$ cat src/rtl/core/drd_pkg.sv
`timescale 1ns / 1ps
// ----------------------------------------------------------------------------
// drd_pkg: shared types and constants of the divide/remainder pipeline
// Operation codes, word width and the record that moves from cell to cell.
// ----------------------------------------------------------------------------
package drd_pkg;

    localparam int XLEN = 64;

    localparam logic [1:0] OP_DIV  = 2'd0;
    localparam logic [1:0] OP_DIVU = 2'd1;
    localparam logic [1:0] OP_REM  = 2'd2;
    localparam logic [1:0] OP_REMU = 2'd3;

    // one in-flight division
    typedef struct packed {
        logic            rem_sel;  // deliver remainder instead of quotient
        logic            neg;      // negate the selected magnitude at the end
        logic [XLEN-1:0] part;     // partial remainder
        logic [XLEN-1:0] quo;      // dividend bits shifting out, quotient bits in
        logic [XLEN-1:0] dvs;      // divisor magnitude
    } stage_t;

endpackage

$ cat src/rtl/core/drd_cell.sv
`timescale 1ns / 1ps
// ----------------------------------------------------------------------------
// drd_cell: one restoring division step
// Shifts one dividend bit into the partial remainder and trial-subtracts.
// ----------------------------------------------------------------------------
module drd_cell (
    input  logic            aclk,
    input  logic            aresetn,
    input  logic            in_valid,
    output logic            in_ready,
    input  drd_pkg::stage_t in_stage,
    output logic            out_valid,
    input  logic            out_ready,
    output drd_pkg::stage_t out_stage
);

    logic            valid_reg;
    drd_pkg::stage_t stage_reg;
    drd_pkg::stage_t stage_next;

    logic [drd_pkg::XLEN:0] trial;
    logic [drd_pkg::XLEN:0] diff;
    logic                   take;

    always_comb begin
        trial = {in_stage.part, in_stage.quo[drd_pkg::XLEN-1]};
        diff  = trial - {1'b0, in_stage.dvs};
        take  = !diff[drd_pkg::XLEN];

        stage_next      = in_stage;
        // partial remainder stays below the divisor, so the difference fits
        stage_next.part = take ? diff[drd_pkg::XLEN-1:0] : trial[drd_pkg::XLEN-1:0];
        stage_next.quo  = {in_stage.quo[drd_pkg::XLEN-2:0], take};
    end

    assign in_ready  = !valid_reg || out_ready;
    assign out_valid = valid_reg;
    assign out_stage = stage_reg;

    always_ff @(posedge aclk) begin
        if (!aresetn) begin
            valid_reg <= 1'b0;
        end else if (in_ready) begin
            valid_reg <= in_valid;
        end
    end

    always_ff @(posedge aclk) begin
        if (in_valid && in_ready) begin
            stage_reg <= stage_next;
        end
    end

endmodule

$ cat config.mk
export PLATFORM = sky130hd
export DESIGN_NAME = drd_cell
export DESIGN_NICKNAME = d
export VERILOG_FILES = /design/src/rtl/core/drd_pkg.sv /design/src/rtl/core/drd_cell.sv
export SDC_FILE = /design/constraint.sdc
export NUM_CORES = 1
export LEC_CHECK = 0
export BUFFER_PORTS_ARGS = -buffer_cell sky130_fd_sc_hd__buf_4
export CORE_AREA = 2 2 154 156
export DETAILED_ROUTE_END_ITERATION = 10
export DIE_AREA = 0 0 156 158
export PLACE_DENSITY = 0.78
export SYNTH_ARGS = -nofsm -noshare
export SYNTH_HDL_FRONTEND = slang
export SYNTH_SLANG_ARGS = --single-unit
$ cat constraint.sdc
create_clock -name aclk -period 13.7 [get_ports aclk]
set_input_delay 3.425 -clock aclk [delete_from_list [all_inputs] [get_ports aclk]]
set_output_delay 3.425 -clock aclk [all_outputs]
set_load 0.005 [all_outputs]
Yosys cells after proc, flatten, opt, wreduce, memory -nomap -nowiden. Index checks and enable logic that the tools add are counted.

Word-level logic and storage cells: 12. Flip-flop bits (word level): 195.

Reductions and logical operators: 4. Add/sub/neg operators: 1. Multiplexer cells: 1.

Operator list (number): $sub 65x64->65 (1); $mux 64 (1); $logic_not 1->1 (2); $logic_and 1x1->1 (1); $logic_or 1x1->1 (1).

Depth between registers and ports, before layout.
Depth in word-level cells: 3. Gate-level depth with buffers: 15. Mapped depth without buffers: 14.

Worst setup path after synthesis. Ideal clock, no wire load.

Path kind: input -> register. From: input port out_ready. To: register stage_reg, in the netlist out_stage[0], enable pin. Slack: 5.114 ns. Arrival time: 8.008 ns. Buffers on the path: 0. Setup time: 0.578 ns. Cell stages on the path: 2. Data required time: 13.122 ns. Path through: nand2b_1 -> and2_1.

Longest elaborated chain between the ends: 2.

Ends and longest elaborated chain: from (decl) (line drd_cell.sv:13) `input logic out_ready,`; $logic_or 1x1->1 (line drd_cell.sv:36) `assign in_ready = !valid_reg || out_ready;`; $logic_and 1x1->1 (line drd_cell.sv:49) `if (in_valid && in_ready) begin`; to (signal assigned) (line drd_cell.sv:50) `stage_reg <= stage_next;`; to (decl) (line drd_cell.sv:18) `drd_pkg::stage_t stage_reg;`.

No other way between the ends. A chain may end at the register's enable or synchronous reset.

Worst setup path after layout.
From: input port out_ready. To: output port in_ready.

Longest elaborated chain between the ends: 1.

Ends and longest elaborated chain: $logic_or 1x1->1 (line drd_cell.sv:36); to (decl) (line drd_cell.sv:10) `output logic in_ready,`.

No other way between the ends.

==> run_results.csv <==
group,metric,value,unit
sta,min_period,7.29,ns
sta,fmax,137,MHz
synthesis,netlist_top_cells_count,"194 x edfxtp_1, 82 x inv_1, 79 x a21oi_1",
sta,grt_setup_unrepaired,"false",
synthesis,synthCells,915,
die,initial_core_util,0.478,
route,met1_length,12000,um
clocking,cts_sinks,195,
die,die_y,158,um
cells_and_area,syn_to_final_growth,33.9,%
synthesis,yosysWarningCount,0,
cells_and_area,drive_gt1_frac,0.384,
sta,finalHoldViolations,0,
worst_hold_path,hp-class,"register to register",
placed_design,placed_cell_area,0.0142,mm2
route,drtIter0Drc,529,
synthesis,synth-seq-area-share,0.530,
sta,slew_headroom,0.222,
die,core,0.0231,mm2
critical_path,r2r_cells,4,
global_routing,grt_pass1_wl,46200,um
route,drt_wl_total,31000,um
critical_path,cp_common_cell,"buf_4",
synthesis,synthDistinctLibCells,60,
critical_path,path_buf_inv,2,
global_routing,globalRouteTotalUtil,0.244,
sta,setup_tns,0,ns
critical_path,crit_family,"buffers and inverters",
synthesis,ys_top_cells_by_area,"edfxtp_1 53%, mux2_4 8.0%, ha_1 7.3%, a21oi_1 3.6%, inv_1 2.8%",
critical_path,slowest_delay,0.17,ns
die,fp.dieArea,0.0246,mm2
clocking,cts_resized,0,
clocking,htree_levels,4,
die,dieWidth,156,um
critical_path,end_kind,"output pin",
placed_design,dp.cells,1561,
clocking,numCtsBuffers,17,
run,drv_cap,0,
clocking,clk_latency,0.44,ns
clocking,cts_buffer_depth,2,
placed_design,finalWeightedCongestion,0.868,
synthesis,synth_edf_count,194,
route,drc_errors,0,
global_routing,grt_pass1_vias,8636,
global_routing,grt_overflow_total,0,
critical_path,crit_path_top_delay_cell,"nand2b_1",
synthesis,synth_most_common_cell,"edfxtp_1",
outcome,status,"finished clean",
synthesis,synthesis.area,0.0110,mm2
route,vias,8684,
synthesis,syn_nets,1178,
route,wl_met3,2400,um
power_and_ir_drop,p_total,0.00170,W
synthesis,synth_top_area_frac,0.529,
placed_design,portBuffers,393,
sta,finalCritPeriodShare,0.532,
clocking,clk_pin_slew_worst_paths,0.09,ns
synthesis,synth_top_cell_by_area,"edfxtp_1",
placed_design,dp_hpwl,24500,um
synthesis,syn_area_per_cell,12.0,um2
route,met2_length,15900,um
synthesis,synth_flop_cell,"edfxtp_1",
critical_path,start_kind,"primary input",
critical_path,cp.arrival,3.86,ns
route,wire_per_inst,19.5,um
sta,worst_pin_slew,1.17,ns
die,rows,56,
cells_and_area,nets,1553,
critical_path,path_cells,"buf_4 -> nand2b_1 -> buf_4",
power_and_ir_drop,p_leak,6.62,nW
clocking,ctsHoldBuffers,0,
clocking,cts_root_buffer,"clkbuf_16",
sta,skew,0.0142,ns
route,drt-vias-per-instance,5.45,
global_routing,grt_max_degree,76,
sta,maxSlewViolCount,0,
route,top_layer,"met4",
route,ant_nets,0,
synthesis,yosys_register_bits,195,
synthesis,async_reset_ff_frac,0,
power_and_ir_drop,ir_worst_vdd,0.0000691,V
global_routing,antenna_found_initial,1,
cells_and_area,final_area,0.0148,mm2
route,dr.pass1.iters,5,
cells_and_area,postLayoutCoreUtil,0.640,
cells_and_area,layout.cells.non_filler,1594,
sta,setup_viol,0,
die,ioPinCount,394,
critical_path,critPathKind,"primary input to output pin",
critical_path,critPathRequiredTime,10.27,ns
worst_hold_path,hold_depth,2,
clocking,cts_tree,"done",
critical_path,worst-path-stages,3,
critical_path,crit_fanout,3,
clocking,post_cts_buffers,0,
power_and_ir_drop,power_density,115,mW/mm2
-- tightest hold or removal path, cell delays in order (launching register included) --
cell and delay (ns):
dfxtp_1 0.32, nand2b_1 0.12, a21boi_0 0.11
-- area by class of cell --
type	instances	area, um2
clock inverters	14	180
fillers	1821	8290
flip-flops and latches	195	5850
repair buffers	395	2970
multi-input cells	598	4660
inverters	83	314
clock buffers	18	429
diodes	1	2.50
well taps	290	363
-- where the power goes --
part           leakage [nW]  switching [W]  internal (W)  total, W
registers              1.88      0.0000142      0.000722  0.000737
clock network         0.294       0.000266      0.000251  0.000517
logic                  4.44       0.000216      0.000233  0.000449
total                  6.62       0.000496       0.00121   0.00170
-- registers in the layout (all words and copies together) (netlist names) --
signal,flops
out_stage,194
out_valid,1
-- logic make-up after synthesis --
family,after synthesis,share of synthesized area
xor+xnor,60,0.0477
fa+ha+maj,65,0.0745
flops,195,0.530
compound gates,233,0.136
mux,65,0.0862
buf+inv,122,0.0468
simple gates,175,0.0788
-- layout by cell type (no fill, tap or decap), types with 5 or more instances in the layout --
master / instances
a211oi_1: 11
a21o_1: 31
a21oi_1: 79
a31oi_1: 13
and3_1: 9
buf_4: 395
clkbuf_16: 17
clkinv_8: 5
edfxtp_1: 194
ha_1: 64
inv_1: 82
inv_6: 5
mux2_4: 59
nand2_1: 55
nand2b_1: 6
nand3_1: 15
nand4_1: 19
nor2_1: 29
nor2b_1: 7
nor3_1: 15
o211ai_1: 5
o21a_1: 6
o21ai_0: 39
o21bai_1: 10
xnor2_1: 34
xor2_1: 26
-- routing by layer --
layer / GRT usage / vias to the layer above
li1: - / 4158
met1: 0.285 / 4085
met2: 0.432 / 384
met3: 0.0621 / 57
met4: 0.0931 / 0
met5: 0 / -
-- metrics by stage --
stage,hold WS (ns),setup WS (ns)
2_1_floorplan,0.537,5.11
3_3_place_gp,0.522,6.14
3_5_place_dp,0.583,6.10
4_1_cts,0.598,6.41
5_1_grt,0.620,6.36
6_report,0.593,6.41
-- path summary, 6_finish.rpt --
check	to	from	slack, ns
setup / recovery	in_ready	out_ready	6.41
hold / removal	out_valid	out_valid	0.59
setup reg to reg	out_stage[154]	out_valid	10.48
hold reg to reg	out_valid	out_valid	0.59
No activity file was read; power rests on OpenSTA's default activity.
