===== src/rtl/core/drd_pkg.sv =====
`timescale 1ns / 1ps
// ----------------------------------------------------------------------------
// drd_pkg: shared types and constants of the divide/remainder pipeline
// Operation codes, word width and the record that moves from cell to cell.
// ----------------------------------------------------------------------------
package drd_pkg;

    localparam int XLEN = 64;

    localparam logic [1:0] OP_DIV  = 2'd0;
    localparam logic [1:0] OP_DIVU = 2'd1;
    localparam logic [1:0] OP_REM  = 2'd2;
    localparam logic [1:0] OP_REMU = 2'd3;

    // one in-flight division
    typedef struct packed {
        logic            rem_sel;  // deliver remainder instead of quotient
        logic            neg;      // negate the selected magnitude at the end
        logic [XLEN-1:0] part;     // partial remainder
        logic [XLEN-1:0] quo;      // dividend bits shifting out, quotient bits in
        logic [XLEN-1:0] dvs;      // divisor magnitude
    } stage_t;

endpackage


===== src/rtl/core/drd_post.sv =====
`timescale 1ns / 1ps
// ----------------------------------------------------------------------------
// drd_post: result selection and output register
// Picks quotient or remainder, applies the sign and holds the result.
// ----------------------------------------------------------------------------
module drd_post (
    input  logic                     aclk,
    input  logic                     aresetn,
    input  logic                     in_valid,
    output logic                     in_ready,
    input  drd_pkg::stage_t          in_stage,
    output logic                     out_valid,
    input  logic                     out_ready,
    output logic [drd_pkg::XLEN-1:0] out_result
);

    logic                     valid_reg;
    logic [drd_pkg::XLEN-1:0] result_reg;
    logic [drd_pkg::XLEN-1:0] result_next;
    logic [drd_pkg::XLEN-1:0] mag;

    always_comb begin
        mag         = in_stage.rem_sel ? in_stage.part : in_stage.quo;
        result_next = in_stage.neg ? (-mag) : mag;
    end

    assign in_ready   = !valid_reg || out_ready;
    assign out_valid  = valid_reg;
    assign out_result = result_reg;

    always_ff @(posedge aclk) begin
        if (!aresetn) begin
            valid_reg <= 1'b0;
        end else if (in_ready) begin
            valid_reg <= in_valid;
        end
    end

    always_ff @(posedge aclk) begin
        if (in_valid && in_ready) begin
            result_reg <= result_next;
        end
    end

endmodule


===== config.mk =====
export PLATFORM = sky130hd
export DESIGN_NAME = drd_post
export DESIGN_NICKNAME = d
export VERILOG_FILES = /design/src/rtl/core/drd_pkg.sv /design/src/rtl/core/drd_post.sv
export SDC_FILE = /design/constraint.sdc
export NUM_CORES = 1
export LEC_CHECK = 0
export BUFFER_PORTS_ARGS = -buffer_cell sky130_fd_sc_hd__clkbuf_2
export CORE_MARGIN = 5
export CORE_UTILIZATION = 46
export DETAILED_ROUTE_END_ITERATION = 10
export PLACE_DENSITY_LB_ADDON = 0.15
export SLEW_MARGIN = 15
export SYNTH_ARGS = -nofsm -noshare
export SYNTH_HDL_FRONTEND = slang
export SYNTH_SLANG_ARGS = --single-unit

===== constraint.sdc =====
create_clock -name aclk -period 5.9 [get_ports aclk]
set_clock_uncertainty 0.1 [all_clocks]
set_input_delay 0.59 -clock aclk [delete_from_list [all_inputs] [get_ports aclk]]
set_output_delay 0.59 -clock aclk [all_outputs]
set_load 0.05 [all_outputs]

# After elaboration in Yosys (flattened, before gate mapping)
# Index checks and enable logic that the tools add are counted.
# op_classes
n_bitwise	0
n_reduce_logical	3
n_eq_ne	0
div	0
muxes	2
mul	0
order_cmp	0
n_shift	0
addsub	1
# op_table
op	n
64-bit 2-to-1 mux	2
64-bit negation	1
1-bit logical AND	1
1-bit zero test	1
1-bit logical OR	1
# word_totals
ram_bits	0
wordCells	8
register_bits	65
in_bits	198
out_inout_bits	66
rom_bits	0
latch_bits	0
n_memories	0

# Depth between registers and ports, before layout
# depth
word_depth	3
mapped_depth	16
depth_no_buf	8

# Least setup slack after synthesis
# Ideal clock, no wire load.
# synth_timing
kind	input -> register
startpoint	in in_stage[193] in the netlist's numbering
endpoint	reg result_reg (netlist bit out_result[54]), data pin
path_slack_ns	1.562
setup_time_ns	0.270
n_path_buf	8
path_stages	16
t_required_ns	5.530
arrival_time_ns	3.968
cell_sequence	buf_6 > buf_2 > buf_6 > buf_2 > buf_2 > clkbuf_1 > buf_2 > mux2i_1 > ha_1 > nor4b_1 > a22oi_1 > or3_1 > nand4bb_1 > clkbuf_1 > o41ai_2 > xor2_1
# synth_via
elab_chain_cells	3
# synth_lines
item	line_no	rtl
from (decl)	drd_post.sv:11	input drd_pkg::stage_t in_stage,
64-bit 2-to-1 mux *	drd_post.sv:23	mag = in_stage.rem_sel ? in_stage.part : in_stage.quo;
64-bit negation	drd_post.sv:24	result_next = in_stage.neg ? (-mag) : mag;
64-bit 2-to-1 mux *	drd_post.sv:24	
via result_next (one bit)	drd_post.sv:19	logic [drd_pkg::XLEN-1:0] result_next;
to (signal assigned)	drd_post.sv:41	result_reg <= result_next;
to (decl)	drd_post.sv:18	logic [drd_pkg::XLEN-1:0] result_reg;
# The timed path passes the listed nets; every way through them passes the cells marked *.
# A chain may end at the register's enable or synchronous reset.

# Worst setup path after layout
# Same ends and word-level chain as after synthesis.

==> metrics.log <==
INFO  metric hold-path-cell-count = 3
INFO  metric io_buffer_count = 199
INFO  metric final-max-slew-violation-count = 0
INFO  metric detailed_place_hpwl = 11,000 microns
INFO  metric final-hold-violation-count = 0
INFO  metric area_growth = 25.7%
INFO  metric synth_top_cells_by_area = edfxtp_1 (39%), mux2i_1 (12%), xor2_1 (8.8%)
INFO  metric route.detailed.wl_per_inst = 17.4 microns
INFO  metric antenna_violating_nets_post_route = 0
INFO  metric maxCapViolations = 0
INFO  metric synth-seq-area-share = 0.390
INFO  metric insertedDiodeCount = 0
INFO  metric cts.reportedPaths.clkPinSlew = 0.07 ns
INFO  metric synth.avg_cell_area = 9.91 sq um
INFO  metric path_cells = buf_6, buf_4, nor3b_1, o22ai_1, nor2_1, nand4bb_1, o41ai_2, xor2_1
INFO  metric cts_tree = yes
INFO  metric synth-warning-count = 0
INFO  metric htreeDepth = 3
INFO  metric globalplace.congestion = 0.876
INFO  metric cts-resized-gates = 0
INFO  metric boundaryPins = 264
INFO  metric grt_pass1_vias = 4,527
INFO  metric final.setup.tns = 0 ns
INFO  metric static-leakage-power = 0.00263 uW
INFO  metric cts_setup_buffers = 0
INFO  metric finish.net_count = 889
INFO  metric clock_path_buffers = 2
INFO  metric share_of_layout_cells_above_drive_strength_1 = 0.340
INFO  metric post_drt_via_cell_ratio = 5.62
INFO  metric critPathBufInv = 2
INFO  metric total_stage_count_of_the_critical_path = 8
INFO  metric cpMaxStageDelayCell = buf_4
INFO  metric crit_fanout = 79
INFO  metric start_kind = primary input
INFO  metric post_synth_most_frequent_cells = edfxtp_1 (64), mux2i_1 (60), xor2_1 (50), nor3_1 (41), nor2_1 (38)
INFO  metric dr_total_vias = 4,695
INFO  metric fillerInstances = 986
INFO  metric initial_utilization = 0.463
INFO  metric max_freq = 0.278 GHz
INFO  metric report.final.setup_viol = 0
INFO  metric fp.dieArea = 0.0130 sq mm
INFO  metric worstRegToRegCells = 3
INFO  metric asyncSetResetFlopFracSynth = 0
INFO  metric final_min_period_over_clock_period = 0.611
INFO  metric hold_path.class = in2reg
INFO  metric synthesis.area = 0.00498 sq mm
INFO  metric utilization = 0.582
INFO  metric maximum_number_of_pins_on_one_net_before_global_route_repair = 80
INFO  metric clk-insertion-delay-late = 0.33 ns
INFO  metric critPathArrivalTime = 3.58 ns
INFO  metric synthesis.instances = 502
INFO  metric top_reg_cell_synth = edfxtp_1
INFO  metric clock_sink_count = 65
INFO  metric route.detailed.drc = 0
INFO  metric synth_cell_types = 59
INFO  metric worst_path_top_cell_family_by_delay = simple AND/OR/NAND/NOR gates
INFO  metric cp_slowest_stage_delay = 0.73 ns
INFO  metric mappedNetlistNets = 701
INFO  metric most_frequently_used_cell_type_in_the_post_synthesis_netlist = edfxtp_1
INFO  metric rsz0062_at_grt = false
INFO  metric worst_hold_slack_across_all_endpoints = 0.388 ns
INFO  metric finalWirelength = 14,500 microns
INFO  metric num_rows = 38
INFO  metric final_period_minus_worst_setup_slack = 3.60 ns
INFO  metric first_pass_iters = 6
INFO  metric relSlewSlack = 0.423
INFO  metric setup.worst_path.class = in2reg
INFO  metric remaining_global_route_overflow = 0
INFO  metric cts-buffers-inserted = 9
INFO  metric critPathRequiredTime = 5.88 ns
INFO  metric worst_slew_pin_slew = 0.866 ns
INFO  metric grt_first_pass_wirelength = 22,400 microns
INFO  metric core-area = 0.0107 sq mm
INFO  metric initial_drc_count = 329
INFO  metric synth-edff-count = 64
INFO  metric antenna_found_initial = 0
INFO  metric gr-usage-all-layers = 0.216
INFO  metric yosysTopAreaCell = edfxtp_1
INFO  metric endpoint_class_of_the_critical_path = flop
INFO  metric cts_hold_repair.buffers = 0
INFO  metric die_h = 114 microns
INFO  metric vdd_drop_max = 0.137 mV
INFO  metric die_width = 114 microns
INFO  metric synth_top_area_frac = 0.386
INFO  metric status = complete, no violations
INFO  metric clock_tree_root_buffer_cell = clkbuf_8
INFO  metric power_density = 226 mW/mm^2
INFO  metric synth.ff_latch_count = 65
-- per-layer routing --
layer  routed length [microns]  GRT usage  vias up  share of wire
li1                          -          -     2283              -
met1                      6240      0.282     2205           0.43
met2                      6900      0.358      186           0.48
met3                      1090     0.0377       21          0.075
met4                       267     0.0808        0          0.018
met5                         0          0        -              0
-- through the flow --
step | cell area, sq um | setup slack (ns) | power (uW) | cells
floorplan | 4980 | 1.56 | 889 | 502
global placement | 6050 | 2.04 | 1010 | 819
detailed placement | 6050 | 1.97 | 1020 | 819
global route | 6260 | 2.03 | 1480 | 835
CTS | 6260 | 2.31 | 1430 | 835
finish | 6260 | 2.30 | 1420 | 835
-- worst register-to-register path: stages (launching register included) --
cell and delay, ns:
dfxtp_1 0.31, nand2b_1 0.10, and2_2 0.15, buf_4 0.66
-- kinds of logic after synthesis --
family,Yosys count,synth area share
buf+inv,34,0.0354
mux,63,0.127
fa+ha+maj,1,0.00251
simple gates,186,0.216
flops,65,0.390
compound gates,91,0.119
xor+xnor,62,0.109
-- cells in the final DEF (no fill, tap or decap), types with 4 or more instances in the layout --
cell type  instances
buf_4              5
nor2_1            38
xor2_1            50
nor3b_1           22
nor4b_1            6
o21ai_0           24
inv_1              6
nand2_1           23
nor4_1             7
edfxtp_1          64
nand3_1            4
nor3_1            41
or3_1             11
a21oi_1           22
o31ai_1           13
clkbuf_8          12
mux2i_1           60
clkbuf_2         198
xnor2_1           12
o22ai_1            8
nand2b_1           7
-- cell type report --
| class | instances | area (sq um) | share of cell area |
|---|---|---|---|
| multi-input combinational | 403 | 2870 | 0.458 |
| sequential | 65 | 1940 | 0.310 |
| timing repair buffer | 204 | 1040 | 0.166 |
| tap | 140 | 175 | 0.0280 |
| clock buffer | 14 | 173 | 0.0276 |
| clock inverter | 2 | 35.0 | 0.00560 |
| inverter | 7 | 26.3 | 0.00420 |
-- state kept, by name, indices dropped and copies added, names as in the netlist --
| signal | count |
|---|---|
| out_result | 64 |
| out_valid | 1 |
-- worst paths after layout --
check / to / start / slack [ns]
worst min-delay path: out_valid / in_valid / 0.39
worst max-delay path: out_result[54] / in_stage[193] / 2.30
worst max register to register: out_result[20] / out_valid / 4.16
worst min register to register: out_valid / out_valid / 0.44
-- where the power goes --
part           total, uW  switching [uW]  internal [uW]
clock network        407             177            230
registers            579            12.8            566
logic                431             299            132
No activity file was read; power rests on OpenSTA's default activity.
