### src/rtl/core/drd_pkg.sv
`timescale 1ns / 1ps
// ----------------------------------------------------------------------------
// drd_pkg: shared types and constants of the divide/remainder pipeline
// Operation codes, word width and the record that moves from cell to cell.
// ----------------------------------------------------------------------------
package drd_pkg;

    localparam int XLEN = 64;

    localparam logic [1:0] OP_DIV  = 2'd0;
    localparam logic [1:0] OP_DIVU = 2'd1;
    localparam logic [1:0] OP_REM  = 2'd2;
    localparam logic [1:0] OP_REMU = 2'd3;

    // one in-flight division
    typedef struct packed {
        logic            rem_sel;  // deliver remainder instead of quotient
        logic            neg;      // negate the selected magnitude at the end
        logic [XLEN-1:0] part;     // partial remainder
        logic [XLEN-1:0] quo;      // dividend bits shifting out, quotient bits in
        logic [XLEN-1:0] dvs;      // divisor magnitude
    } stage_t;

endpackage

### src/rtl/core/drd_prep.sv
`timescale 1ns / 1ps
// ----------------------------------------------------------------------------
// drd_prep: operand preparation stage
// Decodes the operation, takes operand magnitudes and works out the final sign.
// ----------------------------------------------------------------------------
module drd_prep (
    input  logic                       aclk,
    input  logic                       aresetn,
    input  logic                       in_valid,
    output logic                       in_ready,
    input  logic [1:0]                 in_operation,
    input  logic [drd_pkg::XLEN-1:0]   in_dividend,
    input  logic [drd_pkg::XLEN-1:0]   in_divisor,
    output logic                       out_valid,
    input  logic                       out_ready,
    output drd_pkg::stage_t            out_stage
);

    logic            valid_reg;
    drd_pkg::stage_t stage_reg;
    drd_pkg::stage_t stage_next;

    logic is_signed;
    logic want_rem;
    logic neg_a;
    logic neg_b;
    logic div_zero;

    always_comb begin
        is_signed = (in_operation == drd_pkg::OP_DIV) || (in_operation == drd_pkg::OP_REM);
        want_rem  = (in_operation == drd_pkg::OP_REM) || (in_operation == drd_pkg::OP_REMU);
        neg_a     = is_signed && in_dividend[drd_pkg::XLEN-1];
        neg_b     = is_signed && in_divisor[drd_pkg::XLEN-1];
        div_zero  = (in_divisor == '0);

        stage_next.rem_sel = want_rem;
        // divide by zero yields all ones from the array, so keep it positive
        stage_next.neg     = want_rem ? neg_a : ((neg_a ^ neg_b) && !div_zero);
        stage_next.part    = '0;
        stage_next.quo     = neg_a ? (-in_dividend) : in_dividend;
        stage_next.dvs     = neg_b ? (-in_divisor) : in_divisor;
    end

    assign in_ready  = !valid_reg || out_ready;
    assign out_valid = valid_reg;
    assign out_stage = stage_reg;

    always_ff @(posedge aclk) begin
        if (!aresetn) begin
            valid_reg <= 1'b0;
        end else if (in_ready) begin
            valid_reg <= in_valid;
        end
    end

    always_ff @(posedge aclk) begin
        if (in_valid && in_ready) begin
            stage_reg <= stage_next;
        end
    end

endmodule

### config.mk
export PLATFORM = sky130hd
export DESIGN_NAME = drd_prep
export DESIGN_NICKNAME = d
export VERILOG_FILES = /design/src/rtl/core/drd_pkg.sv /design/src/rtl/core/drd_prep.sv
export SDC_FILE = /design/constraint.sdc
export NUM_CORES = 1
export LEC_CHECK = 0
export ABC_AREA = 1
export BUFFER_PORTS_ARGS = -buffer_cell sky130_fd_sc_hd__buf_2
export CAP_MARGIN = 0
export CORE_UTILIZATION = 35
export DETAILED_ROUTE_END_ITERATION = 6
export GPL_TIMING_DRIVEN = 1
export PLACE_DENSITY_LB_ADDON = 0.1
export SYNTH_ARGS = -nofsm -noshare
export SYNTH_HDL_FRONTEND = slang
export SYNTH_SLANG_ARGS = --single-unit
### constraint.sdc
create_clock -name aclk -period 10.22 [get_ports aclk]
set_input_delay 0.511 -clock aclk [delete_from_list [all_inputs] [get_ports aclk]]
set_output_delay 0.511 -clock aclk [all_outputs]
set_load 0.02 [all_outputs]
## Word-level counts from Yosys, hierarchy flattened

Index checks and enable logic that the tools add are counted.

| word-level totals | value |
|---|---|
| register bits | 131 |
| bits of input ports | 134 |
| output and inout port bits | 196 |
| word-level logic and storage cells | 24 |

| cells by class | value |
|---|---|
| add/sub/neg operators | 2 |
| equal/unequal tests | 2 |
| mux-type cells | 3 |
| bitwise gates (word level) | 1 |
| reductions and logical operators | 11 |

Operator list:

| kind | count |
|---|---|
| 64-bit two-way mux | 2 |
| 64-bit negator | 2 |
| 64-bit logical NOT | 1 |
| 2-bit == test (second input constant) | 2 |
| 1-bit logical AND | 4 |
| 1-bit logical OR | 3 |
| 1-bit logical NOT | 2 |
| 2-bit logical NOT | 1 |
| 1-bit two-way mux | 1 |
| 1-bit bitwise XOR | 1 |

## Depth between registers and ports, before layout

Gate-level depths: netlist of the first run.

| depth | value |
|---|---|
| word-level depth | 6 |
| depth in mapped cells | 11 |
| depth with buffers taken out | 11 |

## Worst setup path before layout of the first run

OpenSTA, ideal clock, no wires.

| path | value |
|---|---|
| kind | input to register |
| start | in in_valid |
| end | reg stage_reg, in the netlist out_stage[0] (enable) |
| library setup time | 662 ps |
| data arrival time | 6807 ps |
| required time | 9558 ps |
| path slack | 2750 ps |
| cell stages on the path | 2 |
| buffers on the path | 0 |
| cells stage by stage | inv_1 a21oi_1 |

| on the way | value |
|---|---|
| cells in the longest elaborated chain, start to end | 1 |

RTL lines:

| item | line | source |
|---|---|---|
| from (decl) | drd_prep.sv:9 | `input logic in_valid,` |
| 1-bit logical AND | drd_prep.sv:57 | `if (in_valid && in_ready) begin` |
| to (signal assigned) | drd_prep.sv:58 | `stage_reg <= stage_next;` |
| to (decl) | drd_prep.sv:20 | `drd_pkg::stage_t stage_reg;` |

Every way passes these cells.
A chain may end at the register's enable or synchronous reset.

==> flow_summary_export.csv, run 1 <==
group,metric,value,unit
outcome,status,"completed",
worst_setup_path,endpoint_kind,"flop",
power_and_ir_drop,power.share.clock,40.5,%
floorplan,pin_count,330,
finish,final_core_util,44.02,%
placed_design,hpwl,23.55,mm
clock_tree,cts_buffer_depth,2,
clock_tree,root_buffer,"clkbuf_16",
floorplan,fp-row-count,58,
synth,yosysMostFrequentCell,"nand2_1",
worst_setup_path,critPathCapture,"out_stage[126]",
clock_tree,clk_pin_slew,60,ps
power_and_ir_drop,power_switching,500.4,uW
drt,wl,29.59,mm
synth,yosysSeqAreaShare,43.29,%
global_routing,grt_pass1_wl,43.59,mm
synth,synth.top_cell.area_share,43.06,%
synth,synth.distinct_cells,39,
floorplan,die_area,26550,um^2
power_and_ir_drop,switching_share,29.69,%
synth,synth_area_leaders,"edfxtp_1, nand2_1, nor2_1",
global_routing,antenna_found_initial,2,
synth,netlist_area,9065,um^2
drt,drt_pass1_iterations,5,
worst_setup_path,cp.arrival,2120,ps
drt,vias,8449,
drt,routed_via_density,4.779,
timing,setup_violations,0,
timing,rsz0062_at_grt,"false",
drt,postRouteAntennaNets,0,
run,maxCapViolCount,0,
power_and_ir_drop,p_per_area,151.2,nW/um^2
timing,fin_ws,8286,ps
synth,ys.flop_type,"edfxtp_1",
timing,post-route-min-period,1934,ps
worst_setup_path,reg2reg_to,"out_stage[48]",
finish,fin_cells,1768,
clock_tree,post_cts_buffers,0,
timing,clock.fmax,517.0,MHz
placed_design,preCtsSetupSlack,7845,ps
power_and_ir_drop,pwr-share-seq,39.5,%
timing,slew_violations,0,
placed_design,dp_cells,1734,
clock_tree,clk_latency,430,ps
timing,tightestPinTransition,709.3,ps
placed_design,gpl.final_weighted_congestion,0.9405,
finish,drive_above_1_share,25.28,%
floorplan,dieHeight,162.9,um
power_and_ir_drop,static-leakage-power,0.005057,uW
synth,synth.avg_cell_area,7.869,um^2
timing,final_hold_viol_count,0,
floorplan,die-width,162.9,um
global_routing,grt.overflow.total,0,
worst_setup_path,crit_type,"in -> reg",
finish,area_growth,22.98,%
global_routing,grt_max_degree,131,
timing,tns,0,ps
synth,synth_top_area_cell,"edfxtp_1",
worst_hold_path,min_path_type,"in -> reg",
floorplan,initial_core_util,35.79,%
worst_setup_path,path_max_fanout,57,
synth,synthCells,1152,
timing,slew-limit-headroom,52.71,%
global_routing,track_usage,22.13,%
clock_tree,hold_buffers,0,
power_and_ir_drop,vdd_ir_drop_max,0.1015,mV
floorplan,core,25330,um^2
clock_tree,ctsHtreeMaxLevel,4,
power_and_ir_drop,internal_power,1185,uW
clock_tree,cts.sinks,131,
worst_setup_path,startpoint_type,"input port",
worst_setup_path,reg2reg_depth,2,
placed_design,io_buffers,265,
clock_tree,cts_buffers,17,
synth,yosys_warnings,0,
power_and_ir_drop,total_power,1686,uW
power_and_ir_drop,comb_power_share,20.0,%
synth,synth-seq-cells,131,
worst_setup_path,r2r_slack,8710,ps
synth,synth_edf_count,130,
synth,postSynth.asyncResetShare,0,%
clock_tree,cts_tree,"built",
worst_setup_path,r2r_start,"out_valid",
clock_tree,cts_resized,0,
drt,wire_per_inst,16.73,um
global_routing,grt_pass1_vias,7778,
drt,first_iter_violations,646,
worst_setup_path,startpoint,"in_operation[0]",
worst_setup_path,cp.required,10400,ps
timing,finClkSkew,9.102,ps
synth,synth_common_cells,"nand2_1, nor2_1, edfxtp_1",
finish,nets,1559,
drt,drc_errors,0,
timing,fin_crit_sh,18.93,%
## power by group through the flow
stage               Combinational [uW]  Clock, uW  Sequential (uW)
CTS                                338        695              667
floorplan                          171          0              737
detailed placement                 336          0              677
finish                             337        682              666
global route                       367        713              670
global placement                   335          0              679
## placed cells by master, fill, tap and decap left out, types with 2 or more instances in the layout
cell	count
edfxtp_1	130
nor2_1	198
o21ai_0	22
clkbuf_1	3
conb_1	64
xnor2_1	27
clkbuf_16	17
inv_2	5
buf_2	265
ha_1	2
o21ai_4	4
a31oi_1	2
nor2_8	2
nand3_2	5
inv_1	104
a21oi_4	2
nand2_2	12
nand2_4	4
nor2_2	12
nand3_4	2
xor2_1	42
diode_2	2
inv_6	3
nor2_4	11
a21oi_1	9
o21ai_1	4
buf_4	2
nand4_1	29
nand2_1	323
o21ai_2	7
nand3_1	98
bufinv_16	5
clkinvlp_4	3
nand3b_1	7
## metrics by stage
stage,cell area (um^2),hold WS [ps]
6_report,11150,292.7
5_1_grt,11150,278.0
4_1_cts,11140,279.4
3_5_place_dp,10500,541.7
3_3_place_gp,10500,534.0
2_1_floorplan,9301,609.9
## registers in the layout, indices dropped and copies added, names as in the netlist
signal / flops
out_valid: 1
out_stage: 130
## worst min-delay path by stage
stage	startpoint	endpoint	slack [ps]	cells past startpoint
finish	in_divisor[0]	out_stage[0]	290	1
global route	in_divisor[0]	out_stage[0]	280	1
CTS	in_divisor[0]	out_stage[0]	280	1
detailed placement	out_valid	out_valid	540	2
global placement	out_valid	out_valid	530	2
floorplan	in_divisor[0]	out_stage[0]	610	0
## layer usage
| metal | GRT usage (%) | vias up | routed length, um |
|---|---|---|---|
| li1 | - | 4168 | - |
| met1 | 31.12 | 3873 | 13900 |
| met2 | 34.58 | 372 | 13130 |
| met3 | 3.641 | 36 | 2009 |
| met4 | 6.797 | 0 | 543 |
| met5 | 0 | - | 0 |
## kinds of logic (layout without fill, tap and decap cells)
logic type,after synthesis,count (layout),share of synthesized area [%]
buffers and inverters,188,409,10.95
other,1,66,0.04137
flip-flops,131,131,43.28
adder cells (fa/ha/maj),2,2,0.2760
AO/OA/AOI/OAI,55,55,4.127
XOR/XNOR,69,69,6.667
AND/OR/NAND/NOR,706,706,34.66
## worst max-delay path, cell delays in order
cell     delay, ps
buf_2          120
nor2_4          90
buf_4          540
inv_2          270
a21oi_1        280
nor2_4         120
nand3_1        100
nand2_1         50
## cell type report
| cell class | count | area [um^2] |
|---|---|---|
| Inverter | 109 | 409.1 |
| Sequential cell | 131 | 3924 |
| Multi-Input combinational cell | 896 | 4397 |
| Clock inverter | 12 | 202.7 |
| Timing Repair Buffer | 268 | 1361 |
| Tap cell | 330 | 412.9 |
| Antenna cell | 2 | 5.005 |
| Clock buffer | 20 | 436.7 |
| Fill cell | 2666 | 14180 |
Note: power is estimated with default switching activity, not from simulation.
==> run 2, diff against run 1 <==
==> constraint.sdc (replaced) <==
create_clock -name aclk -period 1.8 [get_ports aclk]
set_input_delay 0.09 -clock aclk [delete_from_list [all_inputs] [get_ports aclk]]
set_output_delay 0.09 -clock aclk [all_outputs]
set_load 0.02 [all_outputs]
==> run 2 against run 1 <==
  * Clock power grew to 5.1 times the previous value
  * Critical path depth grew 2
  * Clock skew is essentially flat
  * Cell count up 2.7%
  * Worst hold slack worse by 290 ps
  * Core utilization increased by 1.7 points
  * Critical path type unchanged
  * Largest cell class unchanged
==> flow_summary_export.csv, run 2 (synthesis results as in run 1) <==
group,metric,value,unit
worst_setup_path,cp.arrival,1860,ps
floorplan,pin_count,330,
finish,fin_cells,1815,
placed_design,dp_cells,1752,
power_and_ir_drop,static-leakage-power,0.005249,uW
global_routing,track_usage,22.69,%
finish,stdcell_area,11580,um^2
drt,vias,8560,
worst_setup_path,path_max_fanout,4,
drt,postRouteAntennaNets,0,
timing,clock.fmax,594.9,MHz
timing,setup_violations,0,
floorplan,fp-row-count,58,
outcome,status,"completed",
worst_setup_path,endpoint_kind,"flop",
clock_tree,cts.sinks,131,
timing,fin_ws,119.1,ps
global_routing,grt_pass1_vias,8006,
placed_design,preCtsSetupSlack,57.05,ps
floorplan,die-width,162.9,um
drt,drt_pass1_iterations,5,
floorplan,initial_core_util,35.79,%
clock_tree,cts_buffer_depth,2,
drt,wire_per_inst,16.48,um
timing,slew_violations,0,
floorplan,die_area,26550,um^2
global_routing,grt_max_degree,34,
power_and_ir_drop,vdd_ir_drop_max,0.4999,mV
finish,drive_above_1_share,26.86,%
finish,area_growth,27.72,%
finish,register_area,3928,um^2
run,maxCapViolCount,0,
power_and_ir_drop,p_per_area,798.7,nW/um^2
clock_tree,clk_pin_slew,60,ps
placed_design,hpwl,24.44,mm
finish,multi_input_area,4447,um^2
drt,routed_via_density,4.716,
placed_design,gpl.final_weighted_congestion,0.9540,
clock_tree,cts_buffers,17,
drt,drc_errors,0,
drt,first_iter_violations,622,
worst_setup_path,crit_type,"in -> reg",
worst_hold_path,min_path_type,"in -> reg",
finish,largest_reg_flops,130,
worst_setup_path,startpoint_type,"input port",
floorplan,dieHeight,162.9,um
timing,post-route-min-period,1681,ps
clock_tree,cts_tree,"built",
clock_tree,root_buffer,"clkbuf_16",
finish,layout_common_cells,"nand2_1, buf_2, nor2_1",
clock_tree,ctsHtreeMaxLevel,4,
timing,final_hold_viol_count,0,
worst_setup_path,cp.required,1980,ps
timing,rsz0062_at_grt,"true",
clock_tree,clk_latency,420,ps
finish,nets,1605,
floorplan,core,25330,um^2
drt,wl,29.92,mm
finish,num-fill-cells,2583,
placed_design,placed_cell_area,10680,um^2
global_routing,antenna_found_initial,2,
timing,finClkSkew,9.390,ps
timing,fin_crit_sh,93.38,%
finish,final_core_util,45.71,%
finish,final_common_cell,"nand2_1",
placed_design,io_buffers,265,
global_routing,grt.overflow.total,0,
global_routing,grt_pass1_wl,44.73,mm
## run 2: metrics by stage
| step | hold slack, ps | power [uW] | TNS (ps) |
|---|---|---|---|
| after floorplan | 188.9 | 5132 | -155370 |
| after global placement | 285.0 | 5796 | 0 |
| after detailed placement | 297.2 | 5796 | 0 |
| after CTS | 0.1117 | 9305 | 0 |
| after global routing | 4.580 | 9628 | -32.21 |
| final | 6.357 | 9247 | 0 |
## run 2: worst max-delay path, cell delays in order
cell,delay (ps)
dlygate4sd3_1,550
buf_2,150
nor2_1,110
nand2_1,120
nor2_2,210
nand3_1,170
o21ai_2,250
nand2_1,80
nand2_1,60
nand2_1,50
## run 2: area by class of cell
type,instances,area share [%]
clock buffer,19,3.739
tap,330,3.566
antenna,3,0.06484
timing repair buffer,314,15.56
inverter,109,3.534
clock inverter,13,1.200
sequential,131,33.92
multi-input combinational,896,38.41
## run 2: final timing paths
check | from | slack (ps) | depth (start not counted) | endpoint
worst max-delay path | in_dividend[5] | 120 | 10 | out_stage[124]
worst min-delay path | in_divisor[22] | 6 | 2 | out_stage[22]
worst max register to register | out_valid | 470 | 3 | out_stage[123]
worst min register to register | out_valid | 770 | 2 | out_stage[0]
## run 2: where the power goes
part / internal, uW / switching (uW)
clock: 2040 / 1420
sequential: 3690 / 86.5
combinational: 647 / 1360
## run 2: timing repair
item / in CTS / in global routing
buffers inserted: 0 / 5
hold endpoints to repair: 21 / 1
endpoints found under the setup margin: 0 / 23
hold buffers: 22 / 1
gates resized for setup: 0 / 14
## run 2: routing by layer
layer / GRT usage, % / up-vias / share of wire, %
met5: 0 / - / 0
met4: 5.607 / 0 / 1.3
met3: 4.507 / 26 / 6.8
met2: 36.09 / 340 / 45
met1: 31.42 / 3947 / 47
li1: - / 4247 / -
